===== src/sv/spq_pkg.sv =====
// Package with the types and codes of the stable max priority queue.
package spq_pkg;

  localparam logic       KIND_ENQUEUE = 1'b0;
  localparam logic       KIND_DEQUEUE = 1'b1;

  localparam logic [1:0] ST_ENQUEUED  = 2'd0;
  localparam logic [1:0] ST_SERVED    = 2'd1;
  localparam logic [1:0] ST_EMPTY     = 2'd2;
  localparam logic [1:0] ST_FULL      = 2'd3;

  typedef struct packed {
    logic        kind;
    logic [7:0]  priority_req;
    logic [31:0] payload;
  } req_t;

  typedef struct packed {
    logic [1:0]  status;
    logic [7:0]  served_priority;
    logic [31:0] served_payload;
    logic [4:0]  occupancy;
  } rsp_t;

  typedef enum logic [2:0] {
    S_IDLE,
    S_DECODE,
    S_SCAN,
    S_SHIFT_START,
    S_SHIFT,
    S_PUBLISH
  } state_t;

  typedef struct packed {
    logic load_req;
    logic enq_write;
    logic set_full;
    logic set_empty;
    logic scan_start;
    logic scan_step;
    logic shift_start;
    logic shift_step;
    logic serve_done;
    logic publish;
  } cmd_t;

  typedef struct packed {
    logic kind;
    logic full;
    logic empty;
    logic scan_last;
    logic shift_last;
    logic out_free;
  } sts_t;

endpackage


===== src/sv/stable_max_priority_queue.sv =====
// Priority queue that holds up to CAPACITY entries in arrival order and serves
// the oldest entry of greatest priority. One request is handled at a time. An
// enqueue, or a dequeue that finds the queue empty, goes from the decode state
// straight to the publish state before the next request is accepted. A dequeue
// reads the stored entries one per cycle through the single read port of the
// entry memory, first to find the greatest priority and then to close the gap
// behind the served entry. A finished result waits in the output register
// while the next request is accepted and worked on.
module stable_max_priority_queue #(
  parameter int CAPACITY      = 16,
  parameter int PRIORITY_BITS = 8
) (
  input  logic          clk,
  input  logic          rst_n,
  input  logic          in_valid,
  output logic          in_stall,
  input  spq_pkg::req_t in_data,
  output logic          out_valid,
  input  logic          out_stall,
  output spq_pkg::rsp_t out_data
);

  spq_pkg::cmd_t cmd;
  spq_pkg::sts_t sts;

  spq_ctrl u_ctrl (
    .clk     (clk),
    .rst_n   (rst_n),
    .in_valid(in_valid),
    .in_stall(in_stall),
    .sts     (sts),
    .cmd     (cmd)
  );

  spq_datapath #(
    .CAPACITY     (CAPACITY),
    .PRIORITY_BITS(PRIORITY_BITS)
  ) u_datapath (
    .clk      (clk),
    .rst_n    (rst_n),
    .in_data  (in_data),
    .cmd      (cmd),
    .sts      (sts),
    .out_valid(out_valid),
    .out_stall(out_stall),
    .out_data (out_data)
  );

endmodule


===== src/sv/spq_ram.sv =====
// Generic single-write, single-read RAM with registered read data.
module spq_ram #(
  parameter int WIDTH = 40,
  parameter int DEPTH = 16
) (
  input  logic                     clk,
  input  logic                     wr_en,
  input  logic [$clog2(DEPTH)-1:0] wr_addr,
  input  logic [WIDTH-1:0]         wr_data,
  input  logic [$clog2(DEPTH)-1:0] rd_addr,
  output logic [WIDTH-1:0]         rd_data
);

  logic [WIDTH-1:0] mem [DEPTH];

  always_ff @(posedge clk) begin
    if (wr_en) begin
      mem[wr_addr] <= wr_data;
    end
    rd_data <= mem[rd_addr];
  end

endmodule


===== src/sv/spq_datapath.sv =====
// Datapath of the priority queue: entry memory, count, scan and result registers.
module spq_datapath #(
  parameter int CAPACITY      = 16,
  parameter int PRIORITY_BITS = 8
) (
  input  logic          clk,
  input  logic          rst_n,
  input  spq_pkg::req_t in_data,
  input  spq_pkg::cmd_t cmd,
  output spq_pkg::sts_t sts,
  output logic          out_valid,
  input  logic          out_stall,
  output spq_pkg::rsp_t out_data
);

  localparam int AW = $clog2(CAPACITY);
  localparam int CW = $clog2(CAPACITY + 1);
  localparam int PW = PRIORITY_BITS;
  localparam int EW = PW + 32;

  spq_pkg::req_t req_r;
  spq_pkg::rsp_t res_r;
  spq_pkg::rsp_t out_data_r;
  logic          out_valid_r;
  logic          out_valid_nxt;
  logic [CW-1:0] count_r;
  logic [CW-1:0] count_nxt;
  logic [AW-1:0] ptr_r;
  logic [AW-1:0] best_idx_r;
  logic [PW-1:0] best_prio_r;
  logic [31:0]   best_pay_r;

  logic          wr_en;
  logic [AW-1:0] wr_addr;
  logic [EW-1:0] wr_data;
  logic [AW-1:0] rd_addr;
  logic [EW-1:0] rd_data;
  logic [PW-1:0] rd_prio;
  logic [31:0]   rd_pay;

  logic [PW+7:0] req_prio_ext;
  logic [PW-1:0] req_prio;
  logic [PW+7:0] best_prio_ext;
  logic [CW+4:0] occ_ext;
  logic [CW-1:0] ptr_plus1;

  spq_ram #(
    .WIDTH(EW),
    .DEPTH(CAPACITY)
  ) u_ram (
    .clk    (clk),
    .wr_en  (wr_en),
    .wr_addr(wr_addr),
    .wr_data(wr_data),
    .rd_addr(rd_addr),
    .rd_data(rd_data)
  );

  assign rd_prio       = rd_data[EW-1:32];
  assign rd_pay        = rd_data[31:0];
  assign req_prio_ext  = {PW'(0), req_r.priority_req};
  assign req_prio      = req_prio_ext[PW-1:0];
  assign best_prio_ext = {8'd0, best_prio_r};
  assign occ_ext       = {5'd0, count_nxt};
  assign ptr_plus1     = CW'(ptr_r) + CW'(1);

  always_comb begin
    sts.kind       = req_r.kind;
    sts.full       = (count_r == CW'(CAPACITY));
    sts.empty      = (count_r == '0);
    sts.scan_last  = (ptr_plus1 == count_r);
    sts.shift_last = (ptr_plus1 >= count_r);
    sts.out_free   = !out_valid_r || !out_stall;
  end

  always_comb begin
    count_nxt = count_r;
    if (cmd.enq_write) begin
      count_nxt = count_r + CW'(1);
    end else if (cmd.serve_done) begin
      count_nxt = count_r - CW'(1);
    end
  end

  always_comb begin
    wr_en   = cmd.enq_write || cmd.shift_step;
    wr_addr = ptr_r;
    wr_data = rd_data;
    if (cmd.enq_write) begin
      wr_addr = count_r[AW-1:0];
      wr_data = {req_prio, req_r.payload};
    end
  end

  always_comb begin
    rd_addr = ptr_r;
    if (cmd.scan_start) begin
      rd_addr = '0;
    end else if (cmd.scan_step) begin
      rd_addr = ptr_r + AW'(1);
    end else if (cmd.shift_start) begin
      rd_addr = best_idx_r + AW'(1);
    end else if (cmd.shift_step) begin
      rd_addr = ptr_r + AW'(2);
    end
  end

  always_comb begin
    out_valid_nxt = out_valid_r;
    if (cmd.publish) begin
      out_valid_nxt = 1'b1;
    end else if (out_valid_r && !out_stall) begin
      out_valid_nxt = 1'b0;
    end
  end

  always_ff @(posedge clk) begin
    if (!rst_n) begin
      count_r     <= '0;
      out_valid_r <= 1'b0;
    end else begin
      count_r     <= count_nxt;
      out_valid_r <= out_valid_nxt;
    end
  end

  always_ff @(posedge clk) begin
    if (cmd.load_req) begin
      req_r <= in_data;
    end
    if (cmd.scan_start) begin
      ptr_r <= '0;
    end else if (cmd.scan_step || cmd.shift_step) begin
      ptr_r <= ptr_r + AW'(1);
    end else if (cmd.shift_start) begin
      ptr_r <= best_idx_r;
    end
    if (cmd.scan_step && ((ptr_r == '0) || (rd_prio > best_prio_r))) begin
      best_idx_r  <= ptr_r;
      best_prio_r <= rd_prio;
      best_pay_r  <= rd_pay;
    end
    if (cmd.enq_write) begin
      res_r <= '{status: spq_pkg::ST_ENQUEUED, served_priority: 8'd0,
                 served_payload: 32'd0, occupancy: occ_ext[4:0]};
    end else if (cmd.set_full) begin
      res_r <= '{status: spq_pkg::ST_FULL, served_priority: 8'd0,
                 served_payload: 32'd0, occupancy: occ_ext[4:0]};
    end else if (cmd.set_empty) begin
      res_r <= '{status: spq_pkg::ST_EMPTY, served_priority: 8'd0,
                 served_payload: 32'd0, occupancy: occ_ext[4:0]};
    end else if (cmd.serve_done) begin
      res_r <= '{status: spq_pkg::ST_SERVED, served_priority: best_prio_ext[7:0],
                 served_payload: best_pay_r, occupancy: occ_ext[4:0]};
    end
    if (cmd.publish) begin
      out_data_r <= res_r;
    end
  end

  assign out_valid = out_valid_r;
  assign out_data  = out_data_r;

endmodule


===== src/sv/spq_ctrl.sv =====
// Controller state machine that sequences each request through the datapath.
module spq_ctrl (
  input  logic          clk,
  input  logic          rst_n,
  input  logic          in_valid,
  output logic          in_stall,
  input  spq_pkg::sts_t sts,
  output spq_pkg::cmd_t cmd
);

  spq_pkg::state_t state_r;
  spq_pkg::state_t state_nxt;

  always_ff @(posedge clk) begin
    if (!rst_n) begin
      state_r <= spq_pkg::S_IDLE;
    end else begin
      state_r <= state_nxt;
    end
  end

  always_comb begin
    state_nxt = state_r;
    case (state_r)
      spq_pkg::S_IDLE: begin
        if (in_valid) begin
          state_nxt = spq_pkg::S_DECODE;
        end
      end
      spq_pkg::S_DECODE: begin
        if (sts.kind == spq_pkg::KIND_DEQUEUE && !sts.empty) begin
          state_nxt = spq_pkg::S_SCAN;
        end else begin
          state_nxt = spq_pkg::S_PUBLISH;
        end
      end
      spq_pkg::S_SCAN: begin
        if (sts.scan_last) begin
          state_nxt = spq_pkg::S_SHIFT_START;
        end
      end
      spq_pkg::S_SHIFT_START: begin
        state_nxt = spq_pkg::S_SHIFT;
      end
      spq_pkg::S_SHIFT: begin
        if (sts.shift_last) begin
          state_nxt = spq_pkg::S_PUBLISH;
        end
      end
      spq_pkg::S_PUBLISH: begin
        if (sts.out_free) begin
          state_nxt = spq_pkg::S_IDLE;
        end
      end
      default: begin
        state_nxt = spq_pkg::S_IDLE;
      end
    endcase
  end

  always_comb begin
    cmd      = '0;
    in_stall = 1'b1;
    case (state_r)
      spq_pkg::S_IDLE: begin
        in_stall     = 1'b0;
        cmd.load_req = in_valid;
      end
      spq_pkg::S_DECODE: begin
        if (sts.kind == spq_pkg::KIND_ENQUEUE) begin
          cmd.set_full  = sts.full;
          cmd.enq_write = !sts.full;
        end else begin
          cmd.set_empty  = sts.empty;
          cmd.scan_start = !sts.empty;
        end
      end
      spq_pkg::S_SCAN: begin
        cmd.scan_step = 1'b1;
      end
      spq_pkg::S_SHIFT_START: begin
        cmd.shift_start = 1'b1;
      end
      spq_pkg::S_SHIFT: begin
        cmd.serve_done = sts.shift_last;
        cmd.shift_step = !sts.shift_last;
      end
      spq_pkg::S_PUBLISH: begin
        cmd.publish = sts.out_free;
      end
      default: begin
        cmd = '0;
      end
    endcase
  end

endmodule


===== config.mk =====
export PLATFORM = sky130hd
export DESIGN_NAME = stable_max_priority_queue
export DESIGN_NICKNAME = d
export VERILOG_FILES = /design/src/sv/spq_pkg.sv /design/src/sv/stable_max_priority_queue.sv /design/src/sv/spq_ram.sv /design/src/sv/spq_datapath.sv /design/src/sv/spq_ctrl.sv
export SDC_FILE = /design/constraint.sdc
export NUM_CORES = 1
export LEC_CHECK = 0
export BUFFER_PORTS_ARGS = -buffer_cell sky130_fd_sc_hd__buf_2
export CORE_UTILIZATION = 55
export DETAILED_ROUTE_END_ITERATION = 8
export GPL_ROUTABILITY_DRIVEN = 1
export PLACE_DENSITY = 0.72
export SLEW_MARGIN = 25
export SYNTH_ARGS = -nofsm -noshare
export SYNTH_HDL_FRONTEND = slang
export SYNTH_SLANG_ARGS = --single-unit

===== constraint.sdc =====
create_clock -name clk -period 5.7 [get_ports clk]
set_input_delay 0 -clock clk [delete_from_list [all_inputs] [get_ports clk]]
set_output_delay 0 -clock clk [all_outputs]
set_load 0.1 [all_outputs]

==> run summary, run 1 <==
• result of the run: finished, final reports clean
• IR Drop Worst-Case VDD: 0.0005117 V
• endpoint required time on the critical path: 6.25 ns
• maximum single-stage delay on the critical path: 0.62 ns
• met2 layer usage reported by global route: 0.3405
• final hold violation count: 0
• beginning of the worst register-to-register path: u_datapath.ptr_r[0]
• die boundary height: 249.5 um
• Clk pin slew, worst setup/hold paths: 0.06 ns
• mean instance size in the synthesized netlist: 16.45 um2
• Root Buffer: sky130_fd_sc_hd__clkbuf_16
• crit-path cells: inv_1, ha_1, ha_1, nand2b_1, a211oi_2, or3_1, a311o_1, nor2b_4, buf_4, o211ai_1, nand4_1
• total DRC errors in the routed layout: 0
• Worst Min Path Start: in_data[25]
• worst reg2reg setup slack: 1.43 ns
• setup repair after global routing missed its margin: no
• leakage power total: 0.01347 uW
• Max clock buf depth: 3
• row count: 90
• final net count: 2279
• Post-synth EDFFs: 777
• GR Util met3: 0.06133
• Inserted Clock Buffers: 87
• cell with the largest stage delay on the worst path: sky130_fd_sc_hd__nor2b_4
• clock tree from TritonCTS: yes
• initial DRC count: 1986
• smallest hold slack: 0.08164 ns
• maximum number of pins on one net before global-route repair: 103
• count of state elements after synthesis: 872
• maximum fanout count along the critical path: 20
• number of endpoints failing setup at the final stage: 0
• synth unique cells: 58
• final wirelength: 74.78 mm
• total global routing track utilization: 0.2417
• Final min period: 4.274 ns
• most frequent cells in the layout: sky130_fd_sc_hd__edfxtp_1, sky130_fd_sc_hd__nand2_1, sky130_fd_sc_hd__mux2_2
• ratio of cells with drive above 1 in the final layout: 0.2301
• critical path data arrival time: 4.83 ns
• Hold WC Path Type: in2reg
• highest-utilization routing layer at the global route stage: met1
• pwr dens: 621.5 mW/mm2
• async set-reset flop share out of synthesis: 0
• detailed-routing iteration count for the pre-antenna-repair pass: 6
• cell repeated most along the worst path: sky130_fd_sc_hd__ha_1
• post-CTS sizing: 0
• synthesized netlist net count: 2112
• post-layout power: 24170 uW
• # fillers: 4038
• part of the Yosys area used for sequential elements: 0.7489
• final global-route overflow total: 0
• Placeable Area: 0.06047 mm2
• overall via count from detail_route: 18200
• most common cell after layout, fill and taps aside: sky130_fd_sc_hd__edfxtp_1
• WL per Instance: 24.34 um
• area of the mapped netlist: 0.03369 mm2
• M1 GR Usage: 0.3718
• antenna diode instance count: 0
• WS Path Type: reg2reg
• worst clock skew on the final layout: 0.02284 ns
• number of instances in the synthesized netlist: 2048
• CP Launch Point: u_datapath.ptr_r[0]
• post-route antenna net violation count: 0
• headroom to the max-slew limit: 0.3323
• Die X-Extent: 249.5 um
• number of global-route vias before repair: 17860
• IO Count: 94
• wire length of the first global-routing pass: 112.0 mm
• Final Cycle Share: 0.7498
• Final TNS setup: 0 ns
• Placement Setup Slack: 1.252 ns
• category of the worst setup path launch point: flip-flop
• top achievable clock speed: 234.0 MHz
• Clock Latency Late Sink: 0.63 ns
• number of warnings issued by yosys: 0
• H-Tree Depth: 3
• number of clock sinks: 872
• count of buffering cells on the critical path with inverters included: 2
• final weighted congestion in routability-driven placement: 0.8992
• number of buffers inserted by port buffering: 93
• pin slew with the least headroom to its limit: 0.9969 ns
• HPWL after detailed placement: 46.37 mm
• max-cap violations: 0
• most instantiated flip-flop cell in the synthesis netlist: sky130_fd_sc_hd__edfxtp_1
• initial antenna violation count: 1
• vias per cell: 5.924
• die outline area: 0.06226 mm2
• category of cells accounting for the largest share of critical-path delay: compound AO/OA/AOI/OAI gates
• endpoint kind of the worst setup timing path: flip-flop
• Area Overhead vs Synth: 15.42%
• effective utilization at floorplan: 0.5572
• min setup slack post-route: 1.426 ns
• count of final max-slew check failures: 0
[cell usage after synthesis (2+ instances only)]
library cell,n,share of area
sky130_fd_sc_hd__a211oi_1,4,0.00089
sky130_fd_sc_hd__a211oi_2,2,0.00074
sky130_fd_sc_hd__a21boi_1,2,0.00045
sky130_fd_sc_hd__a21o_1,3,0.00067
sky130_fd_sc_hd__a21oi_1,54,0.0080
sky130_fd_sc_hd__a22oi_1,2,0.00045
sky130_fd_sc_hd__a31oi_1,9,0.0017
sky130_fd_sc_hd__a32o_1,2,0.00059
sky130_fd_sc_hd__and2_1,3,0.00056
sky130_fd_sc_hd__and3_1,3,0.00056
sky130_fd_sc_hd__buf_2,55,0.0082
sky130_fd_sc_hd__buf_4,21,0.0047
sky130_fd_sc_hd__buf_6,4,0.0013
sky130_fd_sc_hd__clkbuf_1,37,0.0041
sky130_fd_sc_hd__dfxtp_1,95,0.056
sky130_fd_sc_hd__edfxtp_1,777,0.69
sky130_fd_sc_hd__ha_1,19,0.0071
sky130_fd_sc_hd__inv_1,24,0.0027
sky130_fd_sc_hd__mux2_1,7,0.0023
sky130_fd_sc_hd__mux2_2,188,0.063
sky130_fd_sc_hd__mux2i_1,161,0.048
sky130_fd_sc_hd__mux4_2,3,0.0020
sky130_fd_sc_hd__nand2_1,254,0.028
sky130_fd_sc_hd__nand2b_1,4,0.00074
sky130_fd_sc_hd__nand3_1,5,0.00074
sky130_fd_sc_hd__nand4_1,43,0.0080
sky130_fd_sc_hd__nor2_1,41,0.0046
sky130_fd_sc_hd__nor2b_1,9,0.0017
sky130_fd_sc_hd__nor3_1,6,0.00089
sky130_fd_sc_hd__nor3b_1,2,0.00045
sky130_fd_sc_hd__nor4_1,4,0.00074
sky130_fd_sc_hd__o211ai_1,147,0.033
sky130_fd_sc_hd__o211ai_2,10,0.0037
sky130_fd_sc_hd__o21a_1,3,0.00067
sky130_fd_sc_hd__o21ai_0,12,0.0018
sky130_fd_sc_hd__o22ai_1,2,0.00037
sky130_fd_sc_hd__o31a_1,2,0.00052
sky130_fd_sc_hd__or3_1,4,0.00074
sky130_fd_sc_hd__xnor2_1,6,0.0016
[final timing paths]
kind / to / cells past startpoint
worst min register to register: u_datapath.out_data[4] / 0
worst max register to register: u_datapath.u_ram.rd_data[26] / 11
worst max-delay path: u_datapath.u_ram.rd_data[26] / 11
worst min-delay path: u_datapath.req_r[25] / 2
[report_power, final]
| part | internal (uW) | switching [uW] |
|---|---|---|
| combinational | 2910 | 6120 |
| sequential | 8810 | 449 |
| clock | 3550 | 2330 |
| total | 15300 | 8900 |
[state kept, by name, summed over array words and instances, names as in the netlist, 3 cells and up]
name,count
u_datapath.req_prio,8
u_datapath.u_ram.mem,640
u_datapath.res_r,47
u_datapath.best_pay_r,32
u_ctrl.state_r,3
u_datapath.best_prio_r,8
u_datapath.out_data,47
u_datapath.u_ram.rd_data,40
u_datapath.best_idx_r,4
u_datapath.req_r,32
u_datapath.ptr_r,4
u_datapath.count_r,5
[logic make-up after synthesis]
logic type	count (synthesis)	share of synthesized area
muxes	359	0.1150
DFF	872	0.7489
buffers and inverters	142	0.02109
adders and majority gates	19	0.007055
and+or+nand+nor	384	0.04972
AOI/OAI and AO/OA	265	0.05641
xor gates and xnor gates	7	0.001820
[cell type report]
| type | count | area, um2 | share of cell area |
|---|---|---|---|
| sequential | 872 | 25230 | 0.6489 |
| multi-input combinational | 1034 | 7983 | 0.2053 |
| inverter | 24 | 90.09 | 0.002316 |
| timing repair buffer | 196 | 1573 | 0.04044 |
| clock inverter | 31 | 330.3 | 0.008494 |
| tap | 782 | 978.4 | 0.02516 |
| clock buffer | 133 | 2701 | 0.06946 |
[what timing repair did]
item	CTS	global route
hold buffers	45	0
endpoints found under the setup margin	0	0
hold endpoints to repair	67	0
setup buffers	0	0
[layer usage]
metal | wire (um) | vias up
met5 | 0 | -
met4 | 1420 | 0
met3 | 7874 | 88
met2 | 32400 | 783
met1 | 33080 | 9079
li1 | - | 8247
[through the flow]
step,cells,instance area [um2],util
after floorplan,2048,33690,-
after global placement,2854,35190,0.5820
after detailed placement,2861,35340,0.5844
after CTS,3070,38820,0.6420
after global routing,3072,38890,0.6431
final,3072,38890,0.6431
(Power assumes the default switching activity.)
==> run 2, diff against run 1 <==
clock period = 4.3 ns   (was 5.7 ns; I/O delays follow)
==> run 2 against run 1 <==
  * First-iteration DRC count is 19% lower
  * Highest routed layer unchanged
  * Clock skew is 0.0022 ns higher
  * Global-route usage down 0.54 points
  * Largest cell class unchanged
  * Final area is 0.16% higher
  * Worst hold slack worse by 0.0073 ns
  * Fmax up 6.4%
  * Non-clock buffer count up 7
  * Via count fell by 0.70%
  * Clock-buffer cell count fell by 22
==> run summary, run 2 (synthesized netlist as in run 1, its figures left out) <==
• worst clock skew on the final layout: 0.02505 ns, was 0.02284 ns
• smallest hold slack: 0.07433 ns, was 0.08164 ns
• most common cell after layout, fill and taps aside: sky130_fd_sc_hd__edfxtp_1, unchanged
• count of final max-slew check failures: 0, unchanged
• result of the run: finished, final reports clean, unchanged
• headroom to the max-slew limit: 0.2653, was 0.3323
• Clock Latency Late Sink: 0.64 ns, was 0.63 ns
• Area Overhead vs Synth: 15.61%, was 15.42%
• Net Sw Frac: 0.3544, was 0.3683
• Combinational Power Share: 0.369, was 0.374
• number of endpoints failing setup at the final stage: 0, unchanged
• die boundary height: 249.5 um, unchanged
• ratio of cells with drive above 1 in the final layout: 0.2301, unchanged
• initial DRC count: 1610, was 1986
• top achievable clock speed: 249.0 MHz, was 234.0 MHz
• number of buffers inserted to repair setup after CTS: 0, unchanged
• net load switching power: 11160 uW, was 8902 uW
• antenna diode instance count: 0, unchanged
• Non-Filler Cell Area, Final: 0.03895 mm2, was 0.03889 mm2
• most frequent cells in the layout: sky130_fd_sc_hd__edfxtp_1, sky130_fd_sc_hd__nand2_1, sky130_fd_sc_hd__mux2_2, unchanged
• maximum number of pins on one net before global-route repair: 104, was 103
• initial antenna violation count: 0, was 1
• Inserted Clock Buffers: 85, was 87
• Root Buffer: sky130_fd_sc_hd__clkbuf_16, unchanged
• post-CTS sizing: 0, unchanged
• total global routing track utilization: 0.2363, was 0.2417
• number of global-route vias before repair: 18170, was 17860
• # fillers: 4080, was 4038
• pwr dens: 808.4 mW/mm2, was 621.5 mW/mm2
• wire length of the first global-routing pass: 109.4 mm, was 112.0 mm
• Max clock buf depth: 3, unchanged
• endpoint kind of the worst setup timing path: flip-flop, unchanged
• IR Drop Worst-Case VDD: 0.0007922 V, was 0.0005117 V
• number of buffers inserted by port buffering: 93, unchanged
• row count: 90, unchanged
• endpoint required time on the critical path: 4.57 ns, was 6.25 ns
• maximum fanout count along the critical path: 40, was 20
• final hold violation count: 0, unchanged
• final net count: 2284, was 2279
• relative contribution of the clock network to total power: 0.245, was 0.243
• leakage power total: 0.01349 uW, was 0.01347 uW
• final weighted congestion in routability-driven placement: 0.9001, was 0.8992
• register with the highest flop count: u_datapath.u_ram.mem, unchanged
• total DRC errors in the routed layout: 0, unchanged
• final wirelength: 72.96 mm, was 74.78 mm
• critical path data arrival time: 4.29 ns, was 4.83 ns
• vias per cell: 5.882, was 5.924
• Placeable Area: 0.06047 mm2, unchanged
• clock tree from TritonCTS: yes, unchanged
• post-detailed-placement cell area: 0.03558 mm2, was 0.03534 mm2
• number of flip-flops in the largest register: 640, unchanged
• detailed-routing iteration count for the pre-antenna-repair pass: 7, was 6
• HPWL after detailed placement: 39.09 mm, was 46.37 mm
• max-cap violations: 0, unchanged
• count of hold buffers inserted by post-cts repair: 44, was 45
• final global-route overflow total: 0, unchanged
• die outline area: 0.06226 mm2, unchanged
• effective utilization at floorplan: 0.5572, unchanged
• WS Path Type: reg2reg, unchanged
• Die X-Extent: 249.5 um, unchanged
• Hold WC Path Type: in2reg, unchanged
• Final Cycle Share: 0.9340, was 0.7498
• cell internal power dissipation: 20330 uW, was 15270 uW
• overall via count from detail_route: 18070, was 18200
• share of total power in sequential cells: 0.386, was 0.383
• number of clock sinks: 872, unchanged
• WL per Instance: 23.75 um, was 24.34 um
• pin slew with the least headroom to its limit: 1.097 ns, was 0.9969 ns
• category of the worst setup path launch point: flip-flop, unchanged
• post-route antenna net violation count: 0, unchanged
• IO Count: 94, unchanged
• Clk pin slew, worst setup/hold paths: 0.06 ns, about the same
• Final min period: 4.016 ns, was 4.274 ns
• setup repair after global routing missed its margin: no, unchanged
• H-Tree Depth: 3, unchanged
-- run 2: layout make-up --
cell class / instances / area, um2 / share of cell area
sequential: 872 / 25230 / 0.6478
timing repair buffer: 203 / 1743 / 0.04474
inverter: 24 / 90.09 / 0.002313
clock inverter: 46 / 570.5 / 0.01465
tap: 782 / 978.4 / 0.02512
multi-input combinational: 1034 / 7970 / 0.2046
clock buffer: 111 / 2367 / 0.06077
-- run 2: layer usage --
layer	GRT usage	part of all wire
met5	0	0
met4	0.08042	0.023
met2	0.3815	0.49
met3	0.04141	0.063
met1	0.3267	0.43
-- run 2: stage by stage --
step           power (uW)  utilization  setup TNS, ns  instances  worst slack, ns
3_5_place_dp        23880       0.5883              0       2871           0.3882
4_1_cts             31600       0.6442              0       3072           0.3911
2_1_floorplan       20570            -         -20.05       2048         -0.07635
5_1_grt             32900       0.6442              0       3072          0.06132
3_3_place_gp        23530       0.5881              0       2870           0.5933
6_report            31490       0.6442              0       3072           0.2840
-- run 2: final timing paths --
path	end	cells after the start	slack [ns]	start
setup reg to reg	u_datapath.u_ram.mem[1][29]	11	0.28	u_datapath.ptr_r[0]
setup / recovery	u_datapath.u_ram.mem[1][29]	11	0.28	u_datapath.ptr_r[0]
hold / removal	u_datapath.req_r[21]	2	0.07	in_data[21]
hold reg to reg	u_datapath.out_data[2]	0	0.42	u_datapath.res_r[2]
-- run 2: worst max-delay path, stage by stage, from the launching register on --
cell and delay [ns]:
sky130_fd_sc_hd__dfxtp_1 0.56, sky130_fd_sc_hd__ha_1 0.25, sky130_fd_sc_hd__xnor2_1 0.16, sky130_fd_sc_hd__inv_1 0.12, sky130_fd_sc_hd__ha_1 0.33, sky130_fd_sc_hd__nand3_1 0.13
sky130_fd_sc_hd__nor2_1 0.50, sky130_fd_sc_hd__or3_1 0.36, sky130_fd_sc_hd__nor3_1 0.09, sky130_fd_sc_hd__a31oi_1 0.69, sky130_fd_sc_hd__nor2_4 0.05, sky130_fd_sc_hd__buf_4 0.37
-- run 2: power by group through the flow --
stage / logic (uW) / registers [uW] / clock network, uW
floorplan: 8000 / 12600 / 0
global placement: 11200 / 12300 / 0
detailed placement: 11500 / 12300 / 0
CTS: 11600 / 12200 / 7810
global route: 12500 / 12300 / 8140
finish: 11600 / 12200 / 7710
